### config.mk
export PLATFORM = sky130hd
export DESIGN_NAME = multi_step_line_rasterizer
export DESIGN_NICKNAME = d
export VERILOG_FILES = /design/src/mslr_pkg.sv /design/src/multi_step_line_rasterizer.sv /design/src/mslr_front.sv /design/src/mslr_queue.sv /design/src/mslr_back.sv
export SDC_FILE = /design/constraint.sdc
export NUM_CORES = 1
export LEC_CHECK = 0
export BUFFER_PORTS_ARGS = -buffer_cell sky130_fd_sc_hd__buf_2
export CAP_MARGIN = 10
export CORE_AREA = 3 3 150 261
export CTS_CLUSTER_SIZE = 16
export DETAILED_ROUTE_END_ITERATION = 8
export DIE_AREA = 0 0 153 264
export PLACE_DENSITY = 0.84
export SKIP_CTS_REPAIR_TIMING = 1
export SYNTH_ARGS = -nofsm -noshare
export SYNTH_HDL_FRONTEND = slang
export SYNTH_SLANG_ARGS = --single-unit
### constraint.sdc
create_clock -name aclk -period 25.8 [get_ports aclk]
set_input_delay 5.16 -clock aclk [delete_from_list [all_inputs] [get_ports aclk]]
set_output_delay 5.16 -clock aclk [all_outputs]
set_load 0.02 [all_outputs]
### src/mslr_pkg.sv
`timescale 1ns / 1ps

package mslr_pkg;

    localparam int COORD_W = 12;
    localparam int PIX_W   = COORD_W + 1;
    localparam int DEC_W   = COORD_W + 5;
    localparam int MAX_PIX = 4;
    localparam int IDX_W   = $clog2(MAX_PIX);
    localparam int CNT_W   = $clog2(MAX_PIX + 1);

    localparam logic FUNC_START = 1'b0;
    localparam logic FUNC_STEP  = 1'b1;

    typedef struct packed {
        logic               func;
        logic [COORD_W-1:0] x_begin;
        logic [COORD_W-1:0] y_begin;
        logic [COORD_W-1:0] x_finish;
        logic [COORD_W-1:0] y_finish;
    } in_item_t;

    typedef struct packed {
        logic [PIX_W-1:0] pixel_x;
        logic [PIX_W-1:0] pixel_y;
        logic             last;
        logic             bad_line;
    } out_item_t;

    // One accepted item's worth of pixels, as handed from front to back
    typedef struct packed {
        logic [CNT_W-1:0]              count;
        logic                          fin;
        logic                          bad;
        logic [MAX_PIX-1:0][PIX_W-1:0] xs;
        logic [MAX_PIX-1:0][PIX_W-1:0] ys;
    } job_t;

endpackage

### src/multi_step_line_rasterizer.sv
`timescale 1ns / 1ps
// Path: a start or step beat is classified and queued at its accepting edge; its first
// pixel beat then passes from the queue into the output register that drives m_valid,
// when that register is empty or being drained.
// Throughput: one pixel beat per cycle while m_ready is high, set by the single-pixel
// output register; a step yields two to four pixels.
// Reset: aresetn synchronous active low; clears the line state, the queue and m_valid.
module multi_step_line_rasterizer (
    input  logic                aclk,
    input  logic                aresetn,
    input  logic                s_valid,
    output logic                s_ready,
    input  mslr_pkg::in_item_t  s_data,
    output logic                m_valid,
    input  logic                m_ready,
    output mslr_pkg::out_item_t m_data
);

    logic           q_full, q_push, q_pop, q_valid;
    mslr_pkg::job_t wr_job, rd_job;

    mslr_front u_front (
        .aclk    (aclk),
        .aresetn (aresetn),
        .s_valid (s_valid),
        .s_ready (s_ready),
        .s_data  (s_data),
        .q_full  (q_full),
        .q_push  (q_push),
        .q_job   (wr_job)
    );

    mslr_queue u_queue (
        .aclk     (aclk),
        .aresetn  (aresetn),
        .push     (q_push),
        .wr_job   (wr_job),
        .full     (q_full),
        .pop      (q_pop),
        .rd_valid (q_valid),
        .rd_job   (rd_job)
    );

    mslr_back u_back (
        .aclk    (aclk),
        .aresetn (aresetn),
        .q_valid (q_valid),
        .q_job   (rd_job),
        .q_pop   (q_pop),
        .m_valid (m_valid),
        .m_ready (m_ready),
        .m_data  (m_data)
    );

endmodule

### src/mslr_front.sv
`timescale 1ns / 1ps

module mslr_front (
    input  logic              aclk,
    input  logic              aresetn,
    input  logic              s_valid,
    output logic              s_ready,
    input  mslr_pkg::in_item_t s_data,
    input  logic              q_full,
    output logic              q_push,
    output mslr_pkg::job_t    q_job
);

    logic [mslr_pkg::PIX_W-1:0]          cur_x_reg, cur_x_next;
    logic [mslr_pkg::PIX_W-1:0]          cur_y_reg, cur_y_next;
    logic signed [mslr_pkg::DEC_W-1:0]   dec_reg, dec_next;
    logic signed [mslr_pkg::DEC_W-1:0]   mid_reg, mid_next;
    logic signed [mslr_pkg::DEC_W-1:0]   inc_a_reg, inc_a_next;
    logic signed [mslr_pkg::DEC_W-1:0]   inc_b_reg, inc_b_next;
    logic signed [mslr_pkg::DEC_W-1:0]   inc_c_reg, inc_c_next;
    logic                                steep_reg, steep_next;
    logic [mslr_pkg::COORD_W-1:0]        tgt_x_reg, tgt_x_next;
    logic [mslr_pkg::COORD_W-1:0]        tgt_y_reg, tgt_y_next;
    logic                                busy_reg, busy_next;

    logic                                accept;
    logic signed [mslr_pkg::COORD_W:0]   dx, dy;
    logic signed [mslr_pkg::DEC_W-1:0]   dx_d, dy_d, ib, cc;
    logic [2:0]                          ybits;
    logic [1:0]                          n_pix;
    logic [mslr_pkg::PIX_W-1:0]          ysum, new_x, new_y;
    logic [mslr_pkg::PIX_W:0]            x_plus1;

    assign s_ready = !q_full;
    assign accept  = s_valid && s_ready;

    always_comb begin
        cur_x_next = cur_x_reg;
        cur_y_next = cur_y_reg;
        dec_next   = dec_reg;
        mid_next   = mid_reg;
        inc_a_next = inc_a_reg;
        inc_b_next = inc_b_reg;
        inc_c_next = inc_c_reg;
        steep_next = steep_reg;
        tgt_x_next = tgt_x_reg;
        tgt_y_next = tgt_y_reg;
        busy_next  = busy_reg;
        q_push     = 1'b0;
        q_job      = '0;

        dx   = $signed({1'b0, s_data.x_finish}) - $signed({1'b0, s_data.x_begin});
        dy   = $signed({1'b0, s_data.y_finish}) - $signed({1'b0, s_data.y_begin});
        dx_d = mslr_pkg::DEC_W'(dx);
        dy_d = mslr_pkg::DEC_W'(dy);
        ib   = (dy_d <<< 2) - (dx_d <<< 1);
        cc   = (ib <= 0) ? (dy_d <<< 1) : ((dy_d - dx_d) <<< 1);

        // pixel pattern of one step: bit i set means y advances on pixel i
        ybits = 3'b000;
        n_pix = 2'd2;
        if (!steep_reg) begin
            if (dec_reg < 0) begin
                ybits = 3'b000;
            end else if (dec_reg >= mid_reg) begin
                ybits = 3'b001;
            end else begin
                ybits = 3'b010;
                n_pix = 2'd3;
            end
        end else begin
            if (dec_reg >= 0) begin
                ybits = 3'b011;
            end else if (dec_reg < mid_reg) begin
                ybits = 3'b010;
            end else begin
                ybits = 3'b101;
                n_pix = 2'd3;
            end
        end

        ysum = cur_y_reg;
        for (int i = 0; i < 3; i++) begin
            ysum = ysum + mslr_pkg::PIX_W'(ybits[i]);
            q_job.xs[i] = cur_x_reg + mslr_pkg::PIX_W'(i + 1);
            q_job.ys[i] = ysum;
        end
        new_x   = cur_x_reg + mslr_pkg::PIX_W'(n_pix);
        new_y   = ysum;
        x_plus1 = {1'b0, new_x} + 1'b1;

        if (accept && s_data.func == mslr_pkg::FUNC_START) begin
            q_push = 1'b1;
            q_job  = '0;
            if (dy < 0 || dy > dx) begin
                busy_next    = 1'b0;
                q_job.count  = mslr_pkg::CNT_W'(1);
                q_job.bad    = 1'b1;
            end else begin
                cur_x_next = mslr_pkg::PIX_W'(s_data.x_begin);
                cur_y_next = mslr_pkg::PIX_W'(s_data.y_begin);
                tgt_x_next = s_data.x_finish;
                tgt_y_next = s_data.y_finish;
                inc_b_next = ib;
                mid_next   = cc;
                inc_a_next = cc <<< 1;
                inc_c_next = ib + cc;
                steep_next = (ib > 0);
                dec_next   = (ib <= 0) ? ((cc <<< 1) - dx_d) : ((cc <<< 1) + dx_d);
                busy_next  = 1'b1;
                q_job.count = mslr_pkg::CNT_W'(1);
                q_job.xs[0] = mslr_pkg::PIX_W'(s_data.x_begin);
                q_job.ys[0] = mslr_pkg::PIX_W'(s_data.y_begin);
                // short line: the start alone reaches the end
                if ({2'b00, s_data.x_begin} + 1'b1 >= {2'b00, s_data.x_finish}) begin
                    busy_next = 1'b0;
                    q_job.fin = 1'b1;
                    if (s_data.x_begin < s_data.x_finish) begin
                        q_job.xs[1] = mslr_pkg::PIX_W'(s_data.x_finish);
                        q_job.ys[1] = mslr_pkg::PIX_W'(s_data.y_finish);
                        q_job.count = mslr_pkg::CNT_W'(2);
                    end
                end
            end
        end else if (accept && busy_reg) begin
            q_push      = 1'b1;
            q_job.count = mslr_pkg::CNT_W'(n_pix);
            cur_x_next  = new_x;
            cur_y_next  = new_y;
            unique case (ybits)
                3'b000:  dec_next = dec_reg + inc_a_reg;
                3'b011:  dec_next = dec_reg + inc_a_reg;
                3'b001:  dec_next = dec_reg + inc_b_reg;
                3'b010:  dec_next = (n_pix == 2'd3) ? dec_reg + inc_c_reg
                                                    : dec_reg + inc_b_reg;
                default: dec_next = dec_reg + inc_c_reg;
            endcase
            if (x_plus1 >= {2'b00, tgt_x_reg}) begin
                busy_next = 1'b0;
                q_job.fin = 1'b1;
                if (new_x < {1'b0, tgt_x_reg}) begin
                    q_job.xs[n_pix] = mslr_pkg::PIX_W'(tgt_x_reg);
                    q_job.ys[n_pix] = mslr_pkg::PIX_W'(tgt_y_reg);
                    q_job.count     = mslr_pkg::CNT_W'(n_pix) + 1'b1;
                end
            end
        end
    end

    always_ff @(posedge aclk) begin
        if (!aresetn) begin
            cur_x_reg <= '0;
            cur_y_reg <= '0;
            dec_reg   <= '0;
            mid_reg   <= '0;
            inc_a_reg <= '0;
            inc_b_reg <= '0;
            inc_c_reg <= '0;
            steep_reg <= 1'b0;
            tgt_x_reg <= '0;
            tgt_y_reg <= '0;
            busy_reg  <= 1'b0;
        end else begin
            cur_x_reg <= cur_x_next;
            cur_y_reg <= cur_y_next;
            dec_reg   <= dec_next;
            mid_reg   <= mid_next;
            inc_a_reg <= inc_a_next;
            inc_b_reg <= inc_b_next;
            inc_c_reg <= inc_c_next;
            steep_reg <= steep_next;
            tgt_x_reg <= tgt_x_next;
            tgt_y_reg <= tgt_y_next;
            busy_reg  <= busy_next;
        end
    end

endmodule

### src/mslr_queue.sv
`timescale 1ns / 1ps

module mslr_queue (
    input  logic           aclk,
    input  logic           aresetn,
    input  logic           push,
    input  mslr_pkg::job_t wr_job,
    output logic           full,
    input  logic           pop,
    output logic           rd_valid,
    output mslr_pkg::job_t rd_job
);

    mslr_pkg::job_t slot_mem [2];
    logic           wr_ptr_reg, wr_ptr_next;
    logic           rd_ptr_reg, rd_ptr_next;
    logic [1:0]     cnt_reg, cnt_next;
    logic           do_pop;

    assign full     = (cnt_reg == 2'd2);
    assign rd_valid = (cnt_reg != 2'd0);
    assign rd_job   = slot_mem[rd_ptr_reg];
    assign do_pop   = pop && rd_valid;

    always_comb begin
        wr_ptr_next = push   ? !wr_ptr_reg : wr_ptr_reg;
        rd_ptr_next = do_pop ? !rd_ptr_reg : rd_ptr_reg;
        cnt_next    = cnt_reg + 2'(push) - 2'(do_pop);
    end

    always_ff @(posedge aclk) begin
        if (push) begin
            slot_mem[wr_ptr_reg] <= wr_job;
        end
    end

    always_ff @(posedge aclk) begin
        if (!aresetn) begin
            wr_ptr_reg <= 1'b0;
            rd_ptr_reg <= 1'b0;
            cnt_reg    <= 2'd0;
        end else begin
            wr_ptr_reg <= wr_ptr_next;
            rd_ptr_reg <= rd_ptr_next;
            cnt_reg    <= cnt_next;
        end
    end

endmodule

### src/mslr_back.sv
`timescale 1ns / 1ps

module mslr_back (
    input  logic               aclk,
    input  logic               aresetn,
    input  logic               q_valid,
    input  mslr_pkg::job_t     q_job,
    output logic               q_pop,
    output logic               m_valid,
    input  logic               m_ready,
    output mslr_pkg::out_item_t m_data
);

    logic [mslr_pkg::IDX_W-1:0] idx_reg, idx_next;
    logic                       out_valid_reg, out_valid_next;
    mslr_pkg::out_item_t        out_data_reg, out_data_next;
    logic                       load, at_end;

    assign load   = q_valid && (!out_valid_reg || m_ready);
    assign at_end = ({1'b0, idx_reg} == q_job.count - 1'b1);
    assign q_pop  = load && at_end;

    always_comb begin
        idx_next       = idx_reg;
        out_valid_next = out_valid_reg;
        out_data_next  = out_data_reg;
        if (load) begin
            out_valid_next         = 1'b1;
            out_data_next.pixel_x  = q_job.xs[idx_reg];
            out_data_next.pixel_y  = q_job.ys[idx_reg];
            out_data_next.last     = q_job.fin && at_end;
            out_data_next.bad_line = q_job.bad;
            // advance through the job, back to the first pixel once it is spent
            idx_next = at_end ? '0 : idx_reg + 1'b1;
        end else if (m_ready) begin
            out_valid_next = 1'b0;
        end
    end

    always_ff @(posedge aclk) begin
        if (!aresetn) begin
            idx_reg       <= '0;
            out_valid_reg <= 1'b0;
        end else begin
            idx_reg       <= idx_next;
            out_valid_reg <= out_valid_next;
        end
        out_data_reg <= out_data_next;
    end

    assign m_valid = out_valid_reg;
    assign m_data  = out_data_reg;

endmodule

==> results of run 1 <==
[power by group through the flow]
stage	clock network (µW)	registers, µW	logic (µW)
final	533	702	1140
after global routing	557	705	1220
after CTS	535	702	1110
after detailed placement	0	714	1100
after global placement	0	710	1090
after floorplan	0	723	778
[metal layers]
metal  vias to the layer above  global-route usage (%)  wire length [µm]
li1                       8953                       -                 -
met1                      9474                    36.7             24800
met2                       958                    64.2             37700
met3                       349                    4.97              4420
met4                         4                    26.2              6520
met5                         -                       0                18
[critical path, delay by kind of cell]
kind	cells	cell delay, ns
AOI/OAI and AO/OA	17	3.92
and+or+nand+nor	9	2.50
adders and majority gates	3	0.87
xor gates and xnor gates	2	0.85
buffers and inverters	5	0.75
[area by class of cell]
cell class | count | area, µm² | area share [%]
antenna | 1 | 2.50 | 0.00959
clock buffer | 46 | 926 | 3.55
clock inverter | 16 | 229 | 0.877
inverter | 156 | 587 | 2.25
multi-input combinational | 1803 | 13400 | 51.4
sequential | 364 | 9710 | 37.2
tap | 475 | 594 | 2.28
timing repair buffer | 111 | 628 | 2.41
[worst paths after layout]
check	depth (start not counted)	to	slack (ns)
setup / recovery	36	u_front.dec_reg[16]	12.18
hold reg to reg	2	u_front.inc_c_reg[7]	0.46
setup reg to reg	25	u_queue.slot_mem[1][83]	17.34
hold / removal	2	u_front.inc_c_reg[7]	0.46
[per-stage QoR]
step | cells | hold WS, ns | util, % | setup slack, ns
3_3_place_gp | 2909 | 0.443 | 67.2 | 12.18
4_1_cts | 2971 | 0.459 | 70.3 | 12.43
2_1_floorplan | 2432 | 0.436 | - | 13.11
3_5_place_dp | 2909 | 0.453 | 67.2 | 11.92
5_1_grt | 2971 | 0.487 | 70.3 | 11.71
6_report | 2972 | 0.465 | 70.3 | 12.18
[cell families after synthesis]
logic type      after synthesis  share of synthesized area, %
buf+inv                     265                          4.20
xor+xnor                    199                          7.35
compound gates              597                          16.1
fa+ha+maj                   214                          11.4
flops                       364                          40.3
simple gates                680                          13.1
mux                         113                          7.48
[synthesized netlist by cell type (10+ instances only)]
cell type / number / area, µm²
sky130_fd_sc_hd__a21o_1: 34 / 255
sky130_fd_sc_hd__clkbuf_1: 89 / 334
sky130_fd_sc_hd__nor2b_1: 20 / 125
sky130_fd_sc_hd__and2_1: 39 / 244
sky130_fd_sc_hd__o22ai_1: 27 / 169
sky130_fd_sc_hd__a211oi_1: 42 / 315
sky130_fd_sc_hd__a21boi_0: 10 / 75.1
sky130_fd_sc_hd__nand3_1: 48 / 240
sky130_fd_sc_hd__dfxtp_1: 122 / 2440
sky130_fd_sc_hd__ha_1: 203 / 2540
sky130_fd_sc_hd__o21ai_0: 110 / 551
sky130_fd_sc_hd__xnor2_1: 136 / 1190
sky130_fd_sc_hd__buf_1: 17 / 63.8
sky130_fd_sc_hd__xor2_1: 61 / 534
sky130_fd_sc_hd__mux2i_1: 28 / 280
sky130_fd_sc_hd__o21bai_1: 13 / 97.6
sky130_fd_sc_hd__inv_1: 156 / 586
sky130_fd_sc_hd__nor4_1: 11 / 68.8
sky130_fd_sc_hd__or3_1: 15 / 93.8
sky130_fd_sc_hd__o211ai_1: 22 / 165
sky130_fd_sc_hd__o21a_1: 30 / 225
sky130_fd_sc_hd__edfxtp_1: 242 / 7270
sky130_fd_sc_hd__nand2_1: 248 / 931
sky130_fd_sc_hd__nor3_1: 37 / 185
sky130_fd_sc_hd__mux2_2: 35 / 394
sky130_fd_sc_hd__nand4_1: 15 / 93.8
sky130_fd_sc_hd__o31ai_1: 11 / 82.6
sky130_fd_sc_hd__o32ai_1: 16 / 140
sky130_fd_sc_hd__nand2b_1: 18 / 113
sky130_fd_sc_hd__a21oi_1: 181 / 906
sky130_fd_sc_hd__and3_1: 14 / 87.6
sky130_fd_sc_hd__a221oi_1: 11 / 96.3
sky130_fd_sc_hd__nor2_1: 174 / 653
sky130_fd_sc_hd__mux4_2: 50 / 1130
==> impl_metrics.ini, run 1 <==
[critical_path]
timing.critical_path.slowest_stage_cell = sky130_fd_sc_hd__a221oi_1
worst_endpoint_required_time_ns = 26.26
cp.arrival_ns = 14.08
worst_setup_start_kind = primary input
crit_path_start = s_data[37]
timing.critical_path.slowest_cell_delay_ns = 0.61
endpoint_kind = flop
worst-setup-path-type = primary input to flop
critPathMostFrequentCell = sky130_fd_sc_hd__o21ai_0
crit_path_max_fanout = 11
crit-reg2reg-launch = u_front.dec_reg[2]

[sta]
timing.max_slew.rel_slack_pct = 24.1
timing.final.crit_period_ns = 13.62
layout_worst_path_cycle_share_pct = 52.8
report.final.slew_viol_count = 0
tns_ns = 0
skew_ns = 0.0382
setup-violations-final = 0
hold_viol = 0
grt_setup_unrepaired = false
tightest_slew_ns = 1.13
fmax_ghz = 0.0734

[pwr]
sequentialPowerShare_pct = 29.6
power.leakage_uw = 0.00991
p_comb_share_pct = 47.9
power_density_cells_mw_per_mm2 = 90.8
share_clk_of_total_power_pct = 22.5
switching_power_share_of_the_total_pct = 40.4
internal_power_uw = 1410
total_power_uw = 2370
netSwitchingPower_uw = 956
peakVddDrop_mv = 0.0622

[floorplanning]
fp.dieArea_mm2 = 0.0404
dieHeight_um = 264
rows = 93
floorplan.initialDensity_pct = 64.8
placeableCoreArea_mm2 = 0.0371
fp.dieW_um = 153
ioPinCount = 83

[clocking]
tritoncts_clock_tree = built
cts_htree_levels = 2
cts-buffers-inserted = 34
cts_root_buffer = sky130_fd_sc_hd__clkbuf_16
reg_clk_slew_reported_paths_ns = 0.06
clock_insertion_delay_worst_skew_ns = 0.56
clock_path_buffers = 3
clock_sinks = 364

[placement]
dp_hpwl_um = 54200
placement.cell_area_mm2 = 0.0249
io_buffer_count = 82
place_congestion = 1.03

[global_routing]
maximum_number_of_pins_on_one_net_before_global_route_repair = 76
grt_usage_pct = 35.4
grt_pass1_vias = 20100
global_route_wire_length_before_repair_um = 112000
globalRouteOverflowTotal = 0
grt_antenna_before_repair = 2

[finish]
fillerInstances = 2720
layout-area-overhead-vs-synth_pct = 8.41
layout.cells.most_common_list = sky130_fd_sc_hd__nand2_1 (248), sky130_fd_sc_hd__edfxtp_1 (242), sky130_fd_sc_hd__ha_1 (203), sky130_fd_sc_hd__a21oi_1 (181), sky130_fd_sc_hd__nor2_1 (173)
layout.cells.most_common = sky130_fd_sc_hd__nand2_1
drive_gt1_share_pct = 11.5
post-route-cell-area_mm2 = 0.0261
final_net_count = 2735
largest_register_ff_count = 214

[yosys]
synth.ff_latch_count = 364
synth_edf_count = 242
syn_avg_cell_area_um2 = 9.90
synth.yosys.seq_area_share_pct = 40.3
ys.warnings.count = 0
ys_async_sr_fraction_pct = 0
combined_area_of_all_synthesized_cells_mm2 = 0.0241
mappedNetlistNets = 2697
ys.flop_type = sky130_fd_sc_hd__edfxtp_1
number_of_distinct_library_cells_after_synthesis = 83
postSynthCellCount = 2432

[job]
timing.max_cap.violations = 0

[detailed_routing]
drc_errors = 0
num_vias = 19700
detail_route.iter0.violations = 1830
routedWlPerCell_um = 24.7
first_pass_iters = 8
routed_wl_um = 73500
antenna_left = 0
routed_vias_inst = 6.64

[run_status]
run_status = finished, final reports clean

[min_path]
holdCritPathClass = flop to flop
worstHoldStart = u_front.inc_c_reg[7]
(Power assumes the default switching activity.)
==> run 2: changes to the inputs <==
--- a/config.mk
+++ b/config.mk
@@ -7,11 +7,11 @@
 export LEC_CHECK = 0
 export BUFFER_PORTS_ARGS = -buffer_cell sky130_fd_sc_hd__buf_2
 export CAP_MARGIN = 10
-export CORE_AREA = 3 3 150 261
+export CORE_AREA = 3 3 160 278
 export CTS_CLUSTER_SIZE = 16
 export DETAILED_ROUTE_END_ITERATION = 8
-export DIE_AREA = 0 0 153 264
-export PLACE_DENSITY = 0.84
+export DIE_AREA = 0 0 163 281
+export PLACE_DENSITY = 0.78
 export SKIP_CTS_REPAIR_TIMING = 1
 export SYNTH_ARGS = -nofsm -noshare
 export SYNTH_HDL_FRONTEND = slang
==> constraint.sdc (replaced) <==
create_clock -name aclk -period 11.3 [get_ports aclk]
set_input_delay 2.26 -clock aclk [delete_from_list [all_inputs] [get_ports aclk]]
set_output_delay 2.26 -clock aclk [all_outputs]
set_load 0.02 [all_outputs]
==> impl_metrics.ini, run 2 (synthesis gave the netlist of run 1 again) <==
[critical_path]
crit_path_start = s_data[37]
worst-r2r-cell-count = 27
crit-reg2reg-launch = u_front.dec_reg[2]
cp.arrival_ns = 10.74
crit_path_max_fanout = 13
worst_setup_start_kind = primary input
timing.critical_path.buf_inv = 5
worst_endpoint_required_time_ns = 11.73
cpLargestDelayFamily = compound AO/OA/AOI/OAI gates
endpoint_kind = flop
critPathMostFrequentCell = sky130_fd_sc_hd__o21ai_0
timing.critical_path.slowest_stage_cell = sky130_fd_sc_hd__or4_1
critical_path_cell_count = 36
worst-setup-path-type = primary input to flop
timing.critical_path.slowest_cell_delay_ns = 0.50

[pwr]
peakVddDrop_mv = 0.135
share_clk_of_total_power_pct = 22.0
netSwitchingPower_uw = 2180
sequentialPowerShare_pct = 29.7
internal_power_uw = 3210
power_density_cells_mw_per_mm2 = 205
p_comb_share_pct = 48.3
switching_power_share_of_the_total_pct = 40.5
power.leakage_uw = 0.00993

[finish]
layout.cells.most_common_list = sky130_fd_sc_hd__nand2_1 (248), sky130_fd_sc_hd__edfxtp_1 (242), sky130_fd_sc_hd__ha_1 (203), sky130_fd_sc_hd__a21oi_1 (181), sky130_fd_sc_hd__nor2_1 (173)
final_net_count = 2744
fillerInstances = 3537
area_of_all_sequential_standard_cells_mm2 = 0.00971
largest_register_ff_count = 214
drive_gt1_share_pct = 11.9
post-route-cell-area_mm2 = 0.0262
layout-area-overhead-vs-synth_pct = 9.04
multiInputGateArea_mm2 = 0.0134
layout.cells.most_common = sky130_fd_sc_hd__nand2_1

[sta]
timing.final.crit_period_ns = 10.31
report.final.slew_viol_count = 0
layout_worst_path_cycle_share_pct = 91.3
tns_ns = 0
timing.max_slew.rel_slack_pct = 12.5
grt_setup_unrepaired = false
fmax_ghz = 0.0970
layout_setup_ws_ns = 0.989
hold_viol = 0
tightest_slew_ns = 1.31
setup-violations-final = 0
skew_ns = 0.0223

[clocking]
tritoncts_clock_tree = built
cts-buffers-inserted = 35
cts_root_buffer = sky130_fd_sc_hd__clkbuf_16
clock_insertion_delay_worst_skew_ns = 0.55
clock_sinks = 364
reg_clk_slew_reported_paths_ns = 0.06
clock_path_buffers = 3
cts_htree_levels = 2

[floorplanning]
floorplan.initialDensity_pct = 56.6
placeableCoreArea_mm2 = 0.0425
fp.dieW_um = 163
fp.dieArea_mm2 = 0.0458
rows = 100
dieHeight_um = 281
ioPinCount = 83

[placement]
place_congestion = 1.04
preCtsSetupSlack_ns = 0.662
dp_hpwl_um = 55400
io_buffer_count = 82
placement.cell_area_mm2 = 0.0251

[global_routing]
maximum_number_of_pins_on_one_net_before_global_route_repair = 72
globalRouteOverflowTotal = 0
grt_usage_pct = 32.2
grt_pass1_vias = 20100
global_route_wire_length_before_repair_um = 113000
grt_antenna_before_repair = 2

[detailed_routing]
antenna_left = 0
num_vias = 19600
first_pass_iters = 5
routedWlPerCell_um = 24.1
drc_errors = 0
detail_route.iter0.violations = 1534
routed_vias_inst = 6.39
routed_wl_um = 74000

[min_path]
worstHoldStart = u_front.inc_c_reg[7]
holdCritPathClass = flop to flop
hold_path_depth = 2

[run_status]
run_status = finished, final reports clean

[job]
timing.max_cap.violations = 0
[run 2: changes by cell type in the layout (fill, tap and decap cells not counted)]
cell	delta
sky130_fd_sc_hd__buf_4	+8
sky130_fd_sc_hd__bufinv_16	-3
sky130_fd_sc_hd__clkbuf_1	-5
sky130_fd_sc_hd__clkbuf_16	+2
sky130_fd_sc_hd__clkinv_1	+1
sky130_fd_sc_hd__clkinv_2	+1
sky130_fd_sc_hd__clkinv_4	+1
sky130_fd_sc_hd__clkinvlp_2	+2
sky130_fd_sc_hd__clkinvlp_4	+2
[run 2: stage by stage]
| stage | cells | power, µW | hold WS [ns] | util, % |
|---|---|---|---|---|
| detailed placement | 3003 | 4170 | 0.453 | 59.0 |
| global route | 3067 | 5670 | 0.482 | 61.7 |
| CTS | 3066 | 5360 | 0.463 | 61.7 |
| floorplan | 2432 | 3430 | 0.436 | - |
| global placement | 3003 | 4130 | 0.444 | 59.0 |
| finish | 3067 | 5390 | 0.460 | 61.7 |
[run 2: area by class of cell]
cell class,instances,area share [%]
sequential,364,37.0
multi-input combinational,1803,51.1
inverter,156,2.24
clock inverter,20,0.691
tap,561,2.67
timing repair buffer,119,2.62
antenna,1,0.00953
clock buffer,43,3.65
[run 2: worst paths after layout]
check | endpoint | slack [ns]
setup / recovery | u_front.dec_reg[16] | 0.99
hold / removal | u_front.inc_c_reg[7] | 0.46
setup reg to reg | u_queue.slot_mem[0][84] | 3.71
hold reg to reg | u_front.inc_c_reg[7] | 0.46
[run 2: routing by layer]
layer | global-route usage (%) | up-vias | wire [µm]
li1 | - | 8971 | -
met2 | 58.4 | 843 | 38600
met3 | 3.29 | 292 | 3880
met1 | 34.5 | 9495 | 25400
met4 | 23.2 | 2 | 6180
met5 | 0 | - | 12
[run 2: power groups by stage]
stage,Sequential (µW),Clock [µW],Combinational (µW)
global placement,1620,0,2510
detailed placement,1630,0,2550
CTS,1600,1200,2570
floorplan,1650,0,1780
global route,1610,1250,2810
finish,1600,1180,2610
[run 2: worst min-delay path, stage by stage (launching register included)]
cell and delay (ns):
sky130_fd_sc_hd__dfxtp_1 0.31, sky130_fd_sc_hd__nand2_1 0.05, sky130_fd_sc_hd__a21oi_1 0.05
